$ cat src/sv/assert_macros.svh
// Assertion helpers shared by the RTL.
`ifndef ASSERT_MACROS_SVH
`define ASSERT_MACROS_SVH

// Same-cycle implication, held off during reset.
`define ASSERT_IMPLIES(label, clk, rst, ante, cons) \
  label: assert property (@(posedge clk) disable iff (rst) (ante) |-> (cons)) \
    else $error("assertion failed");

// Next-cycle implication, held off during reset.
`define ASSERT_NEXT(label, clk, rst, ante, cons) \
  label: assert property (@(posedge clk) disable iff (rst) (ante) |=> (cons)) \
    else $error("assertion failed");

`endif

$ cat src/sv/mocd_pkg.sv
`default_nettype none

package mocd_pkg;

  localparam int CHANNELS_DEF   = 10;
  localparam int MAX_DIVIDE_DEF = 32;

  localparam int ACTION_W  = 2;
  localparam int CHAN_W    = 4;
  localparam int DIV_W     = 6;
  localparam int DUTY_W    = 2;
  localparam int LEVEL_W   = 10;
  localparam int STATUS_W  = 2;
  localparam int COUNT_W   = 4;   // stored high/low count minus one
  localparam int PHASE_W   = 5;
  localparam int PRESC_W   = 4;
  localparam int SEL_W     = 2;
  localparam int CFG_IDX_W = 2;
  localparam int CFG_DAT_W = 4;

  localparam logic [SEL_W-1:0]  PRESC_SEL_RST = 2'd3;
  localparam logic [CHAN_W-1:0] TOP_CHAN_RST  = 4'd9;
  localparam logic [COUNT_W-1:0] COUNT_RST    = 4'd1;

  // Long-divider threshold for the minimum-phase rule.
  localparam logic [DIV_W-1:0] MIN_PART_THRESH = 6'd18;
  localparam logic [DIV_W-1:0] MIN_PART_OFFSET = 6'd16;

  typedef enum logic [ACTION_W-1:0] {
    ACT_TICK   = 2'd0,
    ACT_CONFIG = 2'd1,
    ACT_READ   = 2'd2,
    ACT_SYNC   = 2'd3
  } action_t;

  typedef enum logic [STATUS_W-1:0] {
    ST_OK       = 2'd0,
    ST_BAD_CHAN = 2'd1,
    ST_BAD_DIV  = 2'd2,
    ST_BAD_DUTY = 2'd3
  } status_t;

  typedef enum logic [DUTY_W-1:0] {
    DUTY_HALF     = 2'd0,
    DUTY_MIN_HIGH = 2'd1,
    DUTY_MIN_LOW  = 2'd2,
    DUTY_BAD      = 2'd3
  } duty_t;

  typedef enum logic [CFG_IDX_W-1:0] {
    REG_PRESC_SEL = 2'd0,
    REG_TOP_CHAN  = 2'd1
  } cfg_reg_t;

  typedef struct packed {
    logic [LEVEL_W-1:0]  clock_levels;
    logic [STATUS_W-1:0] status;
    logic [DIV_W-1:0]    readback_divider;
    logic [DUTY_W-1:0]   readback_duty;
  } rsp_t;

  // Short phase of the asymmetric duty modes.
  function automatic logic [DIV_W-1:0] min_part(input logic [DIV_W-1:0] d);
    min_part = (d < MIN_PART_THRESH) ? DIV_W'(1) : d - MIN_PART_OFFSET;
  endfunction

endpackage

`default_nettype wire

$ cat src/sv/mocd_ifs.sv
`default_nettype none

interface mocd_cmd_if;
  logic                             valid;
  logic                             ready;
  logic [mocd_pkg::ACTION_W-1:0]    action;
  logic [mocd_pkg::CHAN_W-1:0]      channel;
  logic [mocd_pkg::DIV_W-1:0]       divider;
  logic [mocd_pkg::DUTY_W-1:0]      duty_sel;
  modport source (output valid, action, channel, divider, duty_sel, input ready);
  modport sink   (input valid, action, channel, divider, duty_sel, output ready);
endinterface

interface mocd_rsp_if;
  logic                             valid;
  logic                             ready;
  logic [mocd_pkg::LEVEL_W-1:0]     clock_levels;
  logic [mocd_pkg::STATUS_W-1:0]    status;
  logic [mocd_pkg::DIV_W-1:0]       readback_divider;
  logic [mocd_pkg::DUTY_W-1:0]      readback_duty;
  modport source (output valid, clock_levels, status, readback_divider,
                  readback_duty, input ready);
  modport sink   (input valid, clock_levels, status, readback_divider,
                  readback_duty, output ready);
endinterface

interface mocd_cfg_if;
  logic                             valid;
  logic                             ready;
  logic [mocd_pkg::CFG_IDX_W-1:0]   index;
  logic [mocd_pkg::CFG_DAT_W-1:0]   data;
  modport source (output valid, index, data, input ready);
  modport sink   (input valid, index, data, output ready);
endinterface

`default_nettype wire

$ cat src/sv/multi_output_clock_divider.sv
// Channel  Role    Payload
// cmd      sink    action, channel, divider, duty_sel
// rsp      source  clock_levels, status, readback_divider, readback_duty
// cfg      sink    index, data (0: prescale select, 1: highest channel)
//
// One command per cycle; its response is registered in the output or skid register.
// The divider state updates in the same cycle the command transfers.
// A two-entry response buffer (output register plus skid) keeps cmd.ready high
// while one response waits; cmd stalls only when both entries are full.
// rst is synchronous; all control and divider state returns to divide-by-four,
// prescale by 16, outputs high. cfg is always ready.
`default_nettype none
`include "assert_macros.svh"

module multi_output_clock_divider #(
  parameter int CHANNELS   = mocd_pkg::CHANNELS_DEF,
  parameter int MAX_DIVIDE = mocd_pkg::MAX_DIVIDE_DEF
) (
  input  wire         clk,
  input  wire         rst,
  mocd_cmd_if.sink    cmd,
  mocd_rsp_if.source  rsp,
  mocd_cfg_if.sink    cfg
);

  localparam int PAD_W = (CHANNELS > mocd_pkg::LEVEL_W) ? CHANNELS : mocd_pkg::LEVEL_W;
  localparam logic [mocd_pkg::CHAN_W-1:0] CHAN_LAST = mocd_pkg::CHAN_W'(CHANNELS - 1);
  localparam logic [mocd_pkg::DIV_W-1:0]  DIV_MAX   = mocd_pkg::DIV_W'(MAX_DIVIDE);

  // Configuration registers
  logic [mocd_pkg::SEL_W-1:0]   presc_sel;
  logic [mocd_pkg::CHAN_W-1:0]  top_chan;

  // Divider state
  logic [mocd_pkg::COUNT_W-1:0] high_m1      [CHANNELS];
  logic [mocd_pkg::COUNT_W-1:0] low_m1       [CHANNELS];
  logic [mocd_pkg::PHASE_W-1:0] phase        [CHANNELS];
  logic [CHANNELS-1:0]          bypass;
  logic [CHANNELS-1:0]          level;
  logic [mocd_pkg::PRESC_W-1:0] presc_count;

  logic [mocd_pkg::COUNT_W-1:0] high_m1_next [CHANNELS];
  logic [mocd_pkg::COUNT_W-1:0] low_m1_next  [CHANNELS];
  logic [mocd_pkg::PHASE_W-1:0] phase_next   [CHANNELS];
  logic [CHANNELS-1:0]          bypass_next;
  logic [CHANNELS-1:0]          level_next;
  logic [mocd_pkg::PRESC_W-1:0] presc_count_next;

  // Response buffer
  mocd_pkg::rsp_t main_rsp, skid_rsp, new_rsp;
  logic           main_valid, skid_valid;

  logic cmd_xfer, rsp_xfer;
  assign cmd_xfer = cmd.valid && cmd.ready;
  assign rsp_xfer = main_valid && rsp.ready;
  assign cmd.ready = !skid_valid;
  assign cfg.ready = 1'b1;

  // ---------------------------------------------------------------------
  // Command decode and next state
  // ---------------------------------------------------------------------
  logic [mocd_pkg::CHAN_W-1:0]  chan_top;
  logic                         chan_ok;
  logic [mocd_pkg::PHASE_W-1:0] presc_len;    // prescale factor P, 2..16
  logic [mocd_pkg::PHASE_W-1:0] presc_inc;
  logic                         presc_wrap;
  logic [mocd_pkg::PRESC_W-1:0] presc_tick;
  logic [mocd_pkg::DIV_W-1:0]   cfg_hi, cfg_lo;
  logic [mocd_pkg::DIV_W-1:0]   div_half;
  logic [mocd_pkg::COUNT_W-1:0] sel_hm1, sel_lm1;
  logic                         sel_bypass;
  logic [mocd_pkg::DIV_W-1:0]   rb_hi, rb_tot;
  logic [mocd_pkg::DIV_W-1:0]   ph_len, ph_inc;
  logic [mocd_pkg::DIV_W-1:0]   rb_div;
  logic [mocd_pkg::DUTY_W-1:0]  rb_mode;
  logic [mocd_pkg::STATUS_W-1:0] status;
  logic [PAD_W-1:0]             level_pad;

  always_comb begin
    chan_top   = (top_chan > CHAN_LAST) ? CHAN_LAST : top_chan;
    chan_ok    = cmd.channel <= chan_top;
    presc_len  = mocd_pkg::PHASE_W'(2) << presc_sel;
    presc_inc  = {1'b0, presc_count} + mocd_pkg::PHASE_W'(1);
    presc_wrap = presc_inc >= presc_len;
    presc_tick = presc_wrap ? '0 : presc_inc[mocd_pkg::PRESC_W-1:0];

    // Split of a configured divide into high and low phases
    div_half = cmd.divider >> 1;
    case (cmd.duty_sel)
      mocd_pkg::DUTY_MIN_HIGH: begin
        cfg_hi = mocd_pkg::min_part(cmd.divider);
        cfg_lo = cmd.divider - cfg_hi;
      end
      mocd_pkg::DUTY_MIN_LOW: begin
        cfg_lo = mocd_pkg::min_part(cmd.divider);
        cfg_hi = cmd.divider - cfg_lo;
      end
      default: begin
        cfg_hi = div_half;
        cfg_lo = cmd.divider - div_half;
      end
    endcase

    // Addressed channel for read back
    sel_hm1    = '0;
    sel_lm1    = '0;
    sel_bypass = 1'b0;
    for (int i = 0; i < CHANNELS; i++) begin
      if (cmd.channel == mocd_pkg::CHAN_W'(i)) begin
        sel_hm1    = high_m1[i];
        sel_lm1    = low_m1[i];
        sel_bypass = bypass[i];
      end
    end
    rb_hi  = mocd_pkg::DIV_W'(sel_hm1) + mocd_pkg::DIV_W'(1);
    rb_tot = rb_hi + mocd_pkg::DIV_W'(sel_lm1) + mocd_pkg::DIV_W'(1);

    high_m1_next     = high_m1;
    low_m1_next      = low_m1;
    phase_next       = phase;
    bypass_next      = bypass;
    level_next       = level;
    presc_count_next = presc_count;
    ph_len           = '0;
    ph_inc           = '0;
    rb_div           = '0;
    rb_mode          = mocd_pkg::DUTY_HALF;
    status           = mocd_pkg::ST_OK;

    case (cmd.action)
      mocd_pkg::ACT_TICK: begin
        presc_count_next = presc_tick;
        for (int i = 0; i < CHANNELS; i++) begin
          if (bypass[i]) begin
            level_next[i] = {1'b0, presc_tick} < (presc_len >> 1);
          end else if (presc_wrap) begin
            ph_len = level[i] ? mocd_pkg::DIV_W'(high_m1[i]) + mocd_pkg::DIV_W'(1)
                              : mocd_pkg::DIV_W'(low_m1[i]) + mocd_pkg::DIV_W'(1);
            ph_inc = mocd_pkg::DIV_W'(phase[i]) + mocd_pkg::DIV_W'(1);
            if (ph_inc >= ph_len) begin
              phase_next[i] = '0;
              level_next[i] = !level[i];
            end else begin
              phase_next[i] = ph_inc[mocd_pkg::PHASE_W-1:0];
            end
          end
        end
      end
      mocd_pkg::ACT_SYNC: begin
        presc_count_next = '0;
        level_next       = '1;
        for (int i = 0; i < CHANNELS; i++) begin
          phase_next[i] = '0;
        end
      end
      mocd_pkg::ACT_CONFIG: begin
        if (!chan_ok) begin
          status = mocd_pkg::ST_BAD_CHAN;
        end else if (cmd.divider == '0 || cmd.divider > DIV_MAX) begin
          status = mocd_pkg::ST_BAD_DIV;
        end else if (cmd.duty_sel == mocd_pkg::DUTY_BAD) begin
          status = mocd_pkg::ST_BAD_DUTY;
        end else begin
          for (int i = 0; i < CHANNELS; i++) begin
            if (cmd.channel == mocd_pkg::CHAN_W'(i)) begin
              if (cmd.divider == mocd_pkg::DIV_W'(1)) begin
                bypass_next[i] = 1'b1;
              end else begin
                bypass_next[i]  = 1'b0;
                high_m1_next[i] = mocd_pkg::COUNT_W'(cfg_hi - mocd_pkg::DIV_W'(1));
                low_m1_next[i]  = mocd_pkg::COUNT_W'(cfg_lo - mocd_pkg::DIV_W'(1));
              end
            end
          end
        end
      end
      default: begin  // read back
        if (!chan_ok) begin
          status = mocd_pkg::ST_BAD_CHAN;
        end else if (sel_bypass) begin
          rb_div = mocd_pkg::DIV_W'(1);
        end else begin
          rb_div = rb_tot;
          if (rb_hi == (rb_tot >> 1)) begin
            rb_mode = mocd_pkg::DUTY_HALF;
          end else if (rb_hi == mocd_pkg::min_part(rb_tot)) begin
            rb_mode = mocd_pkg::DUTY_MIN_HIGH;
          end else begin
            rb_mode = mocd_pkg::DUTY_MIN_LOW;
          end
        end
      end
    endcase

    level_pad                = PAD_W'(level_next);
    new_rsp.clock_levels     = level_pad[mocd_pkg::LEVEL_W-1:0];
    new_rsp.status           = status;
    new_rsp.readback_divider = rb_div;
    new_rsp.readback_duty    = rb_mode;
  end

  // ---------------------------------------------------------------------
  // State registers
  // ---------------------------------------------------------------------
  always_ff @(posedge clk) begin
    if (rst) begin
      presc_sel   <= mocd_pkg::PRESC_SEL_RST;
      top_chan    <= mocd_pkg::TOP_CHAN_RST;
      bypass      <= '0;
      level       <= '1;
      presc_count <= '0;
      for (int i = 0; i < CHANNELS; i++) begin
        high_m1[i] <= mocd_pkg::COUNT_RST;
        low_m1[i]  <= mocd_pkg::COUNT_RST;
        phase[i]   <= '0;
      end
    end else begin
      if (cfg.valid) begin
        case (cfg.index)
          mocd_pkg::REG_PRESC_SEL: presc_sel <= cfg.data[mocd_pkg::SEL_W-1:0];
          mocd_pkg::REG_TOP_CHAN:  top_chan  <= cfg.data[mocd_pkg::CHAN_W-1:0];
          default: ;
        endcase
      end
      if (cmd_xfer) begin
        high_m1     <= high_m1_next;
        low_m1      <= low_m1_next;
        phase       <= phase_next;
        bypass      <= bypass_next;
        level       <= level_next;
        presc_count <= presc_count_next;
      end
    end
  end

  // ---------------------------------------------------------------------
  // Response buffer: main register drives rsp, skid catches one more
  // ---------------------------------------------------------------------
  always_ff @(posedge clk) begin
    if (rst) begin
      main_valid <= 1'b0;
      skid_valid <= 1'b0;
    end else begin
      if (!main_valid || rsp_xfer) begin
        main_valid <= skid_valid || cmd_xfer;
        skid_valid <= 1'b0;
      end else if (cmd_xfer) begin
        skid_valid <= 1'b1;
      end
    end
  end

  always_ff @(posedge clk) begin
    if (!main_valid || rsp_xfer) begin
      main_rsp <= skid_valid ? skid_rsp : new_rsp;
    end else if (cmd_xfer) begin
      skid_rsp <= new_rsp;
    end
  end

  assign rsp.valid            = main_valid;
  assign rsp.clock_levels     = main_rsp.clock_levels;
  assign rsp.status           = main_rsp.status;
  assign rsp.readback_divider = main_rsp.readback_divider;
  assign rsp.readback_duty    = main_rsp.readback_duty;

  // ---------------------------------------------------------------------
  // Checks
  // ---------------------------------------------------------------------
  `ASSERT_IMPLIES(a_skid_behind_main, clk, rst, skid_valid, main_valid)
  `ASSERT_IMPLIES(a_readback_only_ok, clk, rst,
                  main_valid && main_rsp.readback_divider != '0,
                  main_rsp.status == mocd_pkg::ST_OK)
  `ASSERT_NEXT(a_sync_clears_prescaler, clk, rst,
               cmd_xfer && cmd.action == mocd_pkg::ACT_SYNC,
               presc_count == '0 && level == '1)

endmodule

`default_nettype wire

$ cat src/flat_wrapper.sv
// flat-port wrapper written by rule: the top's interface ports become plain ports
module multi_output_clock_divider_flat 
#(
  parameter int CHANNELS   = mocd_pkg::CHANNELS_DEF,
  parameter int MAX_DIVIDE = mocd_pkg::MAX_DIVIDE_DEF
)
  (clk, rst, cmd_valid, cmd_action, cmd_channel, cmd_divider, cmd_duty_sel, cmd_ready, rsp_valid, rsp_clock_levels, rsp_status, rsp_readback_divider, rsp_readback_duty, rsp_ready, cfg_valid, cfg_index, cfg_data, cfg_ready);
  mocd_cmd_if cmd_i ();
  mocd_rsp_if rsp_i ();
  mocd_cfg_if cfg_i ();
  input  wire clk;
  input  wire rst;
  input wire logic [$bits(cmd_i.valid)-1:0] cmd_valid;
  input wire logic [$bits(cmd_i.action)-1:0] cmd_action;
  input wire logic [$bits(cmd_i.channel)-1:0] cmd_channel;
  input wire logic [$bits(cmd_i.divider)-1:0] cmd_divider;
  input wire logic [$bits(cmd_i.duty_sel)-1:0] cmd_duty_sel;
  output wire logic [$bits(cmd_i.ready)-1:0] cmd_ready;
  output wire logic [$bits(rsp_i.valid)-1:0] rsp_valid;
  output wire logic [$bits(rsp_i.clock_levels)-1:0] rsp_clock_levels;
  output wire logic [$bits(rsp_i.status)-1:0] rsp_status;
  output wire logic [$bits(rsp_i.readback_divider)-1:0] rsp_readback_divider;
  output wire logic [$bits(rsp_i.readback_duty)-1:0] rsp_readback_duty;
  input wire logic [$bits(rsp_i.ready)-1:0] rsp_ready;
  input wire logic [$bits(cfg_i.valid)-1:0] cfg_valid;
  input wire logic [$bits(cfg_i.index)-1:0] cfg_index;
  input wire logic [$bits(cfg_i.data)-1:0] cfg_data;
  output wire logic [$bits(cfg_i.ready)-1:0] cfg_ready;
  assign cmd_i.valid = cmd_valid;
  assign cmd_i.action = cmd_action;
  assign cmd_i.channel = cmd_channel;
  assign cmd_i.divider = cmd_divider;
  assign cmd_i.duty_sel = cmd_duty_sel;
  assign cmd_ready = cmd_i.ready;
  assign rsp_valid = rsp_i.valid;
  assign rsp_clock_levels = rsp_i.clock_levels;
  assign rsp_status = rsp_i.status;
  assign rsp_readback_divider = rsp_i.readback_divider;
  assign rsp_readback_duty = rsp_i.readback_duty;
  assign rsp_i.ready = rsp_ready;
  assign cfg_i.valid = cfg_valid;
  assign cfg_i.index = cfg_index;
  assign cfg_i.data = cfg_data;
  assign cfg_ready = cfg_i.ready;
  multi_output_clock_divider #(.CHANNELS(CHANNELS), .MAX_DIVIDE(MAX_DIVIDE)) u_core (.clk(clk), .rst(rst), .cmd(cmd_i), .rsp(rsp_i), .cfg(cfg_i));
endmodule
$ cat config.mk
export PLATFORM = sky130hd
export DESIGN_NAME = multi_output_clock_divider_flat
export DESIGN_NICKNAME = d
export VERILOG_FILES = /design/src/sv/mocd_pkg.sv /design/src/sv/mocd_ifs.sv /design/src/sv/multi_output_clock_divider.sv /design/src/flat_wrapper.sv
export VERILOG_INCLUDE_DIRS = /design/src /design/src/sv
export SDC_FILE = /design/constraint.sdc
export NUM_CORES = 1
export LEC_CHECK = 0
export ABC_AREA = 0
export BUFFER_PORTS_ARGS = -buffer_cell sky130_fd_sc_hd__buf_2
export CAP_MARGIN = 20
export CORE_MARGIN = 5
export CORE_UTILIZATION = 42
export DETAILED_ROUTE_END_ITERATION = 10
export SYNTH_ARGS = -nofsm -noshare
export SYNTH_HDL_FRONTEND = slang
export SYNTH_SLANG_ARGS = --single-unit
$ cat constraint.sdc
create_clock -name clk -period 6.5 [get_ports clk]
set_clock_uncertainty 0.15 [all_clocks]
set_input_delay 0 -clock clk [delete_from_list [all_inputs] [get_ports clk]]
set_output_delay 0 -clock clk [all_outputs]
set_load 0.02 [all_outputs]
=== After elaboration in Yosys (flattened, before gate mapping) ===
Cells that the tools add are included.

* Add/subtract/negate cells: 40
* $mul: 0
* Div/mod/pow operators: 0
* Magnitude comparators: 17
* Equality and inequality tests: 29
* Shifts and indexed selects: 1
* Muxes and demuxes: 124
* Bitwise logic cells: 4
* Reductions and logical operators: 59

{| class="wikitable"
|+ Operators by type and width
! operator !! count
|-
| 5-bit two-way mux || 30
|-
| 4-bit by 1-bit adder with 5-bit output (second input constant) || 22
|-
| 50-bit case mux with 2 select lines || 1
|-
| 4-bit two-way mux || 23
|-
| 6-bit two-way mux || 14
|-
| 7-bit AND reduction || 10
|-
| 5-bit by 1-bit adder with 6-bit output (second input constant) || 10
|-
| 6-bit greater-or-equal comparator || 10
|-
| 6-bit AND reduction || 10
|-
| 1-bit two-way mux || 42
|-
| 4-bit AND reduction || 10
|-
| 4-bit case mux with 2 select lines || 3
|-
| 20-bit two-way mux || 1
|-
| 2-bit inequality test (second input constant) || 10
|-
| 10-bit case mux with 2 select lines || 1
|-
| 4-bit by 3-bit equality test with 1-bit output (second input constant) || 4
|-
| 2-bit two-way mux || 8
|-
| 1-bit zero test || 12
|-
| 6-bit by 5-bit less-than comparator with 1-bit output (second input constant) || 2
|-
| 4-bit by 1-bit subtractor with 4-bit output (second input constant) || 3
|-
| 4-bit by 2-bit equality test with 1-bit output (second input constant) || 2
|-
| 4-bit equality test (second input constant) || 2
|-
| 2-bit AND reduction || 4
|-
| 4-bit subtractor || 2
|-
| 26 further kinds || 38
|}

* Flip-flop bits (word level): 202
* Bits in latches: 0
* RAM bits: 0
* Memory bits (read-only): 0
* Bits of input ports: 25
* Output and inout port bits: 23
* Logic and storage cells: 328
* Memories kept: 0

=== Logic depth before layout (Yosys ltp) ===
Gate-level depths: netlist of the first run.

* Depth in word-level cells: 23
* Depth in mapped cells: 20

=== Worst setup path after synthesis of the first run ===
OpenSTA, ideal clock, no wires.

* Path type: reg2reg
* Start: reg u_core.high_m1[12] (netlist bit)
* End: reg u_core.main_rsp, in the netlist u_core.rsp.readback_duty[1], data pin
* Setup time: 0.267 ns
* Arrival: 3.566 ns
* Slack: 2.517 ns
* Cell stages (with the launch flop): 18
* Path buffers: 0
* Cell sequence: dfxtp_1 mux2_2 a221o_1 o311ai_0 o211ai_1 ha_1 o21ai_0 nor3_1 nor2_1 ha_1 o21ai_0 nand2b_1 a21o_1 nor4_2 nand2_1 a311o_1 a21oi_2 o31ai_1

* Cells in the longest elaborated chain, start to end: 16
* Elaborated cells on any way between the ends: 18
* Those cells by class: add/sub (4); order compare (1); eq/ne (2); mux (11)

{| class="wikitable"
|+ Ends and longest elaborated chain
! element !! RTL line !! RTL
|-
| from (decl) || multi_output_clock_divider.sv:35 || <nowiki>logic [mocd_pkg::COUNT_W-1:0] high_m1 [CHANNELS];</nowiki>
|-
| from (signal, indexed assignment) || multi_output_clock_divider.sv:213 || <nowiki>high_m1[i] <= mocd_pkg::COUNT_RST;</nowiki>
|-
| from (signal assigned) || multi_output_clock_divider.sv:226 || <nowiki>high_m1 <= high_m1_next;</nowiki>
|-
| 4-bit two-way mux (*) (4 in series) || multi_output_clock_divider.sv:109 || <nowiki>if (cmd.channel == mocd_pkg::CHAN_W'(i)) begin</nowiki>
|-
| 4-bit by 1-bit adder with 5-bit output (*) || multi_output_clock_divider.sv:115 || <nowiki>rb_hi = mocd_pkg::DIV_W'(sel_hm1) + mocd_pkg::DIV_W'(1);</nowiki>
|-
| 6-bit by 4-bit adder with 6-bit output || multi_output_clock_divider.sv:116 || <nowiki>rb_tot = rb_hi + mocd_pkg::DIV_W'(sel_lm1) + mocd_pkg::DIV_W'(1);</nowiki>
|-
| 6-bit by 1-bit adder with 6-bit output || multi_output_clock_divider.sv:116 ||
|-
| 6-bit by 5-bit subtractor with 6-bit output / 6-bit by 5-bit less-than comparator with 1-bit output (equally long branches) || mocd_pkg.sv:64 || <nowiki>min_part = (d < MIN_PART_THRESH) ? DIV_W'(1) : d - MIN_PART_OFFSET;</nowiki>
|-
| 6-bit two-way mux || mocd_pkg.sv:64 ||
|-
| 6-bit equality test || multi_output_clock_divider.sv:186 || <nowiki>end else if (rb_hi == mocd_pkg::min_part(rb_tot)) begin</nowiki>
|-
| 2-bit two-way mux || multi_output_clock_divider.sv:186 ||
|-
| 2-bit two-way mux (*) || multi_output_clock_divider.sv:184 || <nowiki>if (rb_hi == (rb_tot >> 1)) begin</nowiki>
|-
| 2-bit two-way mux (*) || multi_output_clock_divider.sv:180 || <nowiki>end else if (sel_bypass) begin</nowiki>
|-
| 2-bit two-way mux (*) || multi_output_clock_divider.sv:178 || <nowiki>if (!chan_ok) begin</nowiki>
|-
| 2-bit two-way mux (*) || multi_output_clock_divider.sv:130 || <nowiki>case (cmd.action)</nowiki>
|-
| 20-bit two-way mux (*) || multi_output_clock_divider.sv:255 || <nowiki>main_rsp <= skid_valid ? skid_rsp : new_rsp;</nowiki>
|-
| to (signal assigned) || multi_output_clock_divider.sv:255 ||
|-
| to (decl) || multi_output_clock_divider.sv:50 || <nowiki>mocd_pkg::rsp_t main_rsp, skid_rsp, new_rsp;</nowiki>
|}

Mark *: on every way between the ends. The rest lies on a longest branch, timed or not.
A chain may end at the register's enable or synchronous reset.

=== Worst setup path after layout of the first run ===
* Start: in cmd_channel[3]
* End: reg u_core.main_rsp, in the netlist u_core.rsp.readback_duty[1], data pin

* Cells in the longest elaborated chain, start to end: 23
* Elaborated cells on any way between the ends: 55
* Those cells by class: add/sub (4); order compare (2); eq/ne (11); mux (37); reduce/logical (1)

{| class="wikitable"
|+ Ends and longest elaborated chain
! element !! RTL line !! RTL
|-
| from (decl) || flat_wrapper.sv:15 || <nowiki>input wire logic [$bits(cmd_i.channel)-1:0] cmd_channel;</nowiki>
|-
| 4-bit zero test || multi_output_clock_divider.sv:109 ||
|-
| 4-bit two-way mux (10 in series) || multi_output_clock_divider.sv:109 ||
|-
| 4-bit by 1-bit adder with 5-bit output || multi_output_clock_divider.sv:115 ||
|-
| 6-bit by 4-bit adder with 6-bit output || multi_output_clock_divider.sv:116 ||
|-
| 6-bit by 1-bit adder with 6-bit output || multi_output_clock_divider.sv:116 ||
|-
| 6-bit by 5-bit subtractor with 6-bit output / 6-bit by 5-bit less-than comparator with 1-bit output (equally long branches) || mocd_pkg.sv:64 ||
|-
| 6-bit two-way mux || mocd_pkg.sv:64 ||
|-
| 6-bit equality test || multi_output_clock_divider.sv:186 ||
|-
| 2-bit two-way mux || multi_output_clock_divider.sv:186 ||
|-
| 2-bit two-way mux || multi_output_clock_divider.sv:184 ||
|-
| 2-bit two-way mux || multi_output_clock_divider.sv:180 ||
|-
| 2-bit two-way mux (*) || multi_output_clock_divider.sv:178 ||
|-
| 2-bit two-way mux (*) || multi_output_clock_divider.sv:130 ||
|-
| 20-bit two-way mux (*) || multi_output_clock_divider.sv:255 ||
|}

Marks and branches as above.

==> impl_metrics.sql, run 1 <==
INSERT INTO impl_metrics (metric_group, metric, value, unit) VALUES
('critical_path', 'cp_cell_sequence', 'dlygate4sd3_1 > buf_2 > nor4b_4 > nand2_1 > o211ai_1 > ha_1 > o21ai_0 > nor3_1 > nor2_1 > ha_1 > o21ai_0 > nand2b_1 > a21o_1 > nor4_2 > nand2_1 > a311o_1 > a21oi_2 > o31ai_1', ''),
('layout', 'antenna_cells', '0', ''),
('clock_network', 'clk_transition_reported_paths', '0.06', 'ns'),
('floorplan', 'top_level_port_count', '48', ''),
('timing', 'period_minus_slack', '4.67', 'ns'),
('grt', 'grt_pass1_wl', '58900', 'microns'),
('floorplan', 'die_h', '187', 'microns'),
('critical_path', 'critical_path.n_buffers_inverters', '2', ''),
('layout', 'mostFrequentLayoutCell', 'nor2_1', ''),
('routing', 'vias', '11200', ''),
('clock_network', 'numCtsBuffers', '25', ''),
('critical_path', 'setup_slack_reg_to_reg', '1.85', 'ns'),
('routing', 'postRouteWirelength', '37300', 'microns'),
('hold_path', 'timing.hold.worst.class', 'primary input to flop', ''),
('routing', 'route.antenna.remaining_nets', '0', ''),
('routing', 'drt-vias-per-instance', '5.71', ''),
('timing', 'period_share', '71.8', '%'),
('yosys', 'synth_top_flop_cell', 'dfxtp_1', ''),
('critical_path', 'crit_fanout', '17', ''),
('clock_network', 'cell_at_the_root_of_the_clock_tree', 'clkbuf_16', ''),
('placement', 'gp_congestion', '0.949', ''),
('floorplan', 'fp-row-count', '64', ''),
('timing', 'report.final.hold_viol_count', '0', ''),
('layout', 'flow.area_growth_from_synthesis', '11.3', '%'),
('critical_path', 'worst_path_largest_cell_delay', '0.54', 'ns'),
('critical_path', 'critPathTopFamily', 'simple AND/OR/NAND/NOR gates', ''),
('yosys', 'netlist_area', '13200', 'sq um'),
('critical_path', 'cell_count_of_the_worst_reg_to_reg_path', '17', ''),
('timing', 'drv_slew', '0', ''),
('critical_path', 'startpoint_type', 'primary input', ''),
('layout', 'finalNetCount', '1683', ''),
('routing', 'detailed_route_wire_length_per_cell', '19.0', 'microns'),
('power_and_ir_drop', 'power.density_cell_area', '223', 'nW/um^2'),
('hold_path', 'hp-start', 'cmd_action[1]', ''),
('timing', 'grt_setup_unrepaired', 'no', ''),
('run_status', 'status', 'finished clean', ''),
('yosys', 'ys_async_sr_fraction', '0', '%'),
('yosys', 'yosysUniqueCellTypes', '89', ''),
('timing', 'max_clock_freq', '214', 'MHz'),
('grt', 'grt_pass1_vias', '10500', ''),
('critical_path', 'r2r_end', 'u_core.rsp.readback_duty[1]$_DFFE_PP_', ''),
('clock_network', 'insertion_delay', '0.52', 'ns'),
('yosys', 'seq_area_frac_synth', '33.7', '%'),
('yosys', 'yosysTopAreaCell', 'dfxtp_1', ''),
('critical_path', 'worstPathRequired', '6.58', 'ns'),
('floorplan', 'placeableCoreArea', '30800', 'sq um'),
('yosys', 'ys_top_cells_by_area', 'dfxtp_1 (25%), ha_1 (10%), edfxtp_1 (9.1%), nor2_1 (4.8%), a211oi_1 (4.0%)', ''),
('clock_network', 'tritoncts', 'done', ''),
('yosys', 'ys_ff_latch', '202', ''),
('floorplan', 'initial_utilization', '42.8', '%'),
('critical_path', 'criticalPathCategory', 'primary input to flop', ''),
('yosys', 'yosys_warnings', '0', ''),
('grt', 'globalRouteOverflowTotal', '0', ''),
('timing', 'final-setup-viol-count', '0', ''),
('layout', 'layout.cells.most_common_list', 'nor2_1 (168), dfxtp_1 (162), nand2_1 (108)', ''),
('yosys', 'synthesis.instances', '1524', ''),
('layout', 'final_core_util', '47.6', '%'),
('yosys', 'synth.avg_cell_area', '8.65', 'sq um'),
('placement', 'post-dp-hpwl', '26500', 'microns'),
('routing', 'drtIter0Drc', '809', ''),
('clock_network', 'ctsResizeCount', '0', ''),
('floorplan', 'die_width', '187', 'microns'),
('critical_path', 'regToRegStartpoint', 'u_core.high_m1[20]$_SDFFE_PP1P_', ''),
('placement', 'port_buffers', '46', ''),
('grt', 'grt_use_total', '20.6', '%'),
('timing', 'tightestPinTransition', '1.14', 'ns'),
('yosys', 'synth-edff-count', '40', ''),
('critical_path', 'worstPathArrival', '4.75', 'ns'),
('routing', 'drt-pass1-iter-count', '5', ''),
('critical_path', 'crit_slowest_cell', 'nor4b_4', ''),
('timing', 'hold_ws', '0.0816', 'ns');
power by group:
part           internal [uW]  switching [uW]  total [uW]
logic                    194             378         572
clock network            803             549        1350
registers               1320            32.9        1350
registers in the layout, summed over array words and instances (netlist names), 6 cells and up:
signal / flops
u_core.phase: 50
u_core.high_m1: 40
u_core.low_m1: 40
u_core.skid_rsp: 20
u_core.bypass: 10
u_core.level: 10
u_core.rsp.clock_levels: 10
u_core.rsp.readback_divider: 6
how the worst max path moves through the flow:
| stage | depth (start not counted) | startpoint | slack, ns | to |
|---|---|---|---|---|
| finish | 18 | cmd_channel[3] | 1.83 | u_core.rsp.readback_duty[1]$_DFFE_PP_ |
| floorplan | 17 | u_core.high_m1[12]$_SDFFE_PP1P_ | 2.52 | u_core.rsp.readback_duty[1]$_DFFE_PP_ |
| CTS | 17 | u_core.high_m1[20]$_SDFFE_PP1P_ | 1.86 | u_core.rsp.readback_duty[1]$_DFFE_PP_ |
| global placement | 18 | cmd_channel[0] | 1.49 | u_core.rsp.readback_duty[1]$_DFFE_PP_ |
| global route | 17 | u_core.high_m1[21]$_SDFFE_PP0P_ | 1.44 | u_core.rsp.readback_duty[1]$_DFFE_PP_ |
| detailed placement | 18 | cmd_channel[0] | 1.45 | u_core.rsp.readback_duty[1]$_DFFE_PP_ |
tightest hold or removal path, cell delays in order:
cell	delay, ns
buf_2	0.16
inv_1	0.09
ha_1	0.17
nor2_1	0.07
nor3_1	0.14
a21oi_1	0.06
layer usage:
metal / vias to the layer above / routed length [microns] / part of all wire [%] / track usage [%]
met4: 0 / 1240 / 3.3 / 6.46
met3: 75 / 2380 / 6.4 / 3.51
met5: - / 0 / 0 / 0
li1: 5578 / - / - / -
met2: 294 / 16700 / 45 / 33.5
met1: 5253 / 17000 / 45 / 28.0
cells in the mapped netlist (9+ instances only):
cell type    n
nand2_1    108
o31ai_1     12
a211oi_1    71
clkbuf_1    63
mux2_2      18
ha_1       107
nand3b_1    22
and3_1      27
a211o_1     17
nor2b_1     25
mux2i_1     52
nor3_1      23
edfxtp_1    40
nand2b_1    28
inv_1       59
xnor2_1     24
nor2_1     168
o21ai_0     83
o21a_1      10
or3_1        9
a21o_1      46
xor2_1      46
dfxtp_1    162
a21oi_1     88
o22ai_1     11
a31oi_1     10
a22oi_1     26
nor3b_1     32
nand3_1     26
cell type report:
cell class                 count  area share (%)
timing repair buffer          81            3.65
tap                          396            3.37
multi-input combinational   1178            55.7
sequential                   202            30.3
clock inverter                10           0.571
clock buffer                  35            4.86
inverter                      61            1.56
cell families (layout without fill, tap and decap cells):
family	count (synthesis)	after routing	share of synthesized area [%]
other cells	1	1	0.0284
simple gates	501	501	19.2
mux	72	72	5.68
xor+xnor	71	71	4.82
fa+ha+maj	109	109	10.5
compound gates	424	424	21.6
flops	202	202	33.7
buf+inv	144	187	4.56
per-stage QoR:
stage          area (sq um)  std cells  worst slack [ns]  power (uW)
2_1_floorplan         13200       1524              2.52        1740
3_3_place_gp          13700       1899              1.49        1940
3_5_place_dp          13700       1901              1.45        1940
4_1_cts               14700       1963              1.86        3310
5_1_grt               14700       1963              1.44        3410
6_report              14700       1963              1.83        3280
timing repair:
action	4_1_cts	5_1_grt
hold buffers	17	0
endpoints found under the hold margin	80	0
endpoints found under the setup margin	0	0
(Power assumes the default switching activity.)
==> run 2, diff against run 1 <==
- clock period: 6.5 -> 4.76 ns (I/O delays scaled with it)
==> run 2 against run 1 <==
Combinational power is 43% higher. Count of clock-buffer cells in the layout unchanged. Final cell count rose by 0.92%. Sequential power increased by 37%. Register-to-register slack got worse by 1.4 ns. Power is 36% higher. Core utilization rose by 0.41 points. Design area up 0.85%. First-iteration DRC count increased by 17%. Critical path type is now flop to flop.
==> impl_metrics.sql, run 2 (synthesis gave the netlist of run 1 again) <==
INSERT INTO impl_metrics (metric_group, metric, value, unit) VALUES
('clock_network', 'insertion_delay', '0.53', 'ns'),
('timing', 'report.final.hold_viol_count', '0', ''),
('clock_network', 'clk_transition_reported_paths', '0.07', 'ns'),
('grt', 'grt_max_degree', '117', ''),
('placement', 'gp_congestion', '0.939', ''),
('grt', 'globalRouteOverflowTotal', '0', ''),
('clock_network', 'cell_at_the_root_of_the_clock_tree', 'clkbuf_16', ''),
('floorplan', 'die_h', '187', 'microns'),
('critical_path', 'worstSetupEndpointType', 'flop', ''),
('clock_network', 'tritoncts', 'done', ''),
('timing', 'period_minus_slack', '4.32', 'ns'),
('floorplan', 'placeableCoreArea', '30800', 'sq um'),
('critical_path', 'startpoint_type', 'flop', ''),
('hold_path', 'timing.hold.worst.class', 'primary input to flop', ''),
('placement', 'port_buffers', '46', ''),
('layout', 'mostFrequentLayoutCell', 'nor2_1', ''),
('flow_run', 'maximum_capacitance_violations', '0', ''),
('routing', 'drtIter0Drc', '944', ''),
('layout', 'layout.cells.most_common_list', 'nor2_1 (168), dfxtp_1 (162), nand2_1 (108)', ''),
('floorplan', 'die_width', '187', 'microns'),
('layout', 'finalNetCount', '1703', ''),
('power_and_ir_drop', 'power.density_cell_area', '301', 'nW/um^2'),
('clock_network', 'cts_max_path_buffers', '3', ''),
('critical_path', 'critPathTopFamily', 'compound AO/OA/AOI/OAI gates', ''),
('layout', 'flow.area_growth_from_synthesis', '12.3', '%'),
('floorplan', 'initial_utilization', '42.8', '%'),
('clock_network', 'cts_post_setup_buffers_inserted', '0', ''),
('routing', 'detailed_route_wire_length_per_cell', '19.4', 'microns'),
('routing', 'vias', '11400', ''),
('floorplan', 'die_area', '35000', 'sq um'),
('timing', 'timing.slew.headroom', '28.1', '%'),
('timing', 'tightestPinTransition', '1.07', 'ns'),
('clock_network', 'cts_num_sinks', '202', ''),
('layout', 'drive_above_1_share', '11.2', '%'),
('power_and_ir_drop', 'total_power', '4450', 'uW'),
('routing', 'drt-vias-per-instance', '5.75', ''),
('timing', 'final-setup-viol-count', '0', ''),
('floorplan', 'top_level_port_count', '48', ''),
('routing', 'drt_drc_violations_left', '0', ''),
('critical_path', 'crit_slowest_cell', 'a2111oi_0', ''),
('grt', 'grt_pass1_vias', '10700', ''),
('timing', 'period_share', '90.8', '%'),
('critical_path', 'worstPathArrival', '4.51', 'ns'),
('critical_path', 'criticalPathCategory', 'flop to flop', ''),
('timing', 'grt_setup_unrepaired', 'no', ''),
('critical_path', 'crit_fanout', '4', ''),
('critical_path', 'critical_path.n_buffers_inverters', '1', ''),
('power_and_ir_drop', 'leakage', '0.00622', 'uW'),
('floorplan', 'fp-row-count', '64', ''),
('grt', 'grt_use_total', '21.2', '%'),
('timing', 'finalSetupTns', '0', 'ns'),
('routing', 'drt-pass1-iter-count', '5', ''),
('critical_path', 'worst_path_largest_cell_delay', '0.59', 'ns'),
('layout', 'antenna_cells', '0', ''),
('clock_network', 'clock_tree.htree_level_count', '1', ''),
('timing', 'max_clock_freq', '231', 'MHz'),
('layout', 'top_register', 'u_core.phase', ''),
('timing', 'drv_slew', '0', ''),
('placement', 'post-dp-hpwl', '27800', 'microns'),
('run_status', 'status', 'finished clean', ''),
('critical_path', 'worstPathRequired', '4.95', 'ns'),
('layout', 'largest_register_ffs', '50', ''),
('power_and_ir_drop', 'peakVddDrop', '0.000216', 'V'),
('clock_network', 'numCtsBuffers', '25', ''),
('grt', 'grt_pass1_wl', '60500', 'microns'),
('grt', 'antenna_found_initial', '1', ''),
('routing', 'postRouteWirelength', '38500', 'microns'),
('routing', 'route.antenna.remaining_nets', '0', ''),
('critical_path', 'cp_cell_sequence', 'nor2b_1 > o22ai_1 > a2111oi_0 > o21a_1 > ha_1 > o21ai_0 > nor3_2 > nor2_1 > ha_1 > o21ai_0 > nand2b_1 > a21o_1 > nor4_2 > buf_4 > nor2_1 > mux2_4 > a31o_1 > o31ai_1', ''),
('layout', 'largest_registers', 'u_core.phase (50), u_core.high_m1 (40), u_core.low_m1 (40)', '');
## run 2: area by class of cell
class / instances / area [sq um]
repair buffers: 101 / 696
well taps: 396 / 495
flip-flops and latches: 202 / 4440
clock buffers: 35 / 723
multi-input cells: 1178 / 8180
clock inverters: 8 / 41.3
fillers: 2912 / 16000
inverters: 61 / 229
## run 2: metrics by stage
stage                     hold slack, ns  std cells  cell area (sq um)  setup WS [ns]  util (%)
after floorplan                  -0.0321       1524              13200          0.777         -
after global placement            0.0761       1923              13900          0.402      45.1
after detailed placement          0.0801       1923              13900          0.312      45.1
after CTS                        0.00150       1981              14800          0.331      48.0
after global routing              0.0612       1981              14800         0.0857      48.0
final                             0.0359       1981              14800          0.439      48.0
## run 2: final timing paths
check | from | cells after the start | slack (ns) | end
hold reg to reg | u_core.low_m1[10]$_SDFFE_PP0P_ | 2 | 0.34 | u_core.low_m1[10]$_SDFFE_PP0P_
setup reg to reg | u_core.high_m1[21]$_SDFFE_PP0P_ | 18 | 0.44 | u_core.rsp.readback_duty[1]$_DFFE_PP_
setup / recovery | u_core.high_m1[21]$_SDFFE_PP0P_ | 18 | 0.44 | u_core.rsp.readback_duty[1]$_DFFE_PP_
hold / removal | cmd_channel[0] | 4 | 0.04 | u_core.bypass[8]$_SDFFE_PP0P_
## run 2: timing repair
| action | CTS | global route |
|---|---|---|
| hold endpoints to repair | 77 | 0 |
| hold buffers | 15 | 0 |
| gates resized for setup | 0 | 1 |
| endpoints found under the setup margin | 0 | 3 |
## run 2: power by group
part	internal (uW)	switching [uW]	leakage [uW]
Clock	1050	738	0.000388
Sequential	1800	43.8	0.00170
Combinational	288	530	0.00413
Total	3140	1310	0.00622
## run 2: tightest hold or removal path, delay by kind of cell
family / cells / cell delay [ns]
AOI/OAI and AO/OA: 1 / 0.13
buffers and inverters: 1 / 0.31
and+or+nand+nor: 2 / 0.21
## run 2: routing by layer
metal,global-route usage (%),vias up,share of wire [%]
met3,2.76,68,5.3
li1,-,5618,-
met1,29.3,5393,46
met5,0,-,0
met2,34.5,320,45
met4,6.94,0,3.7
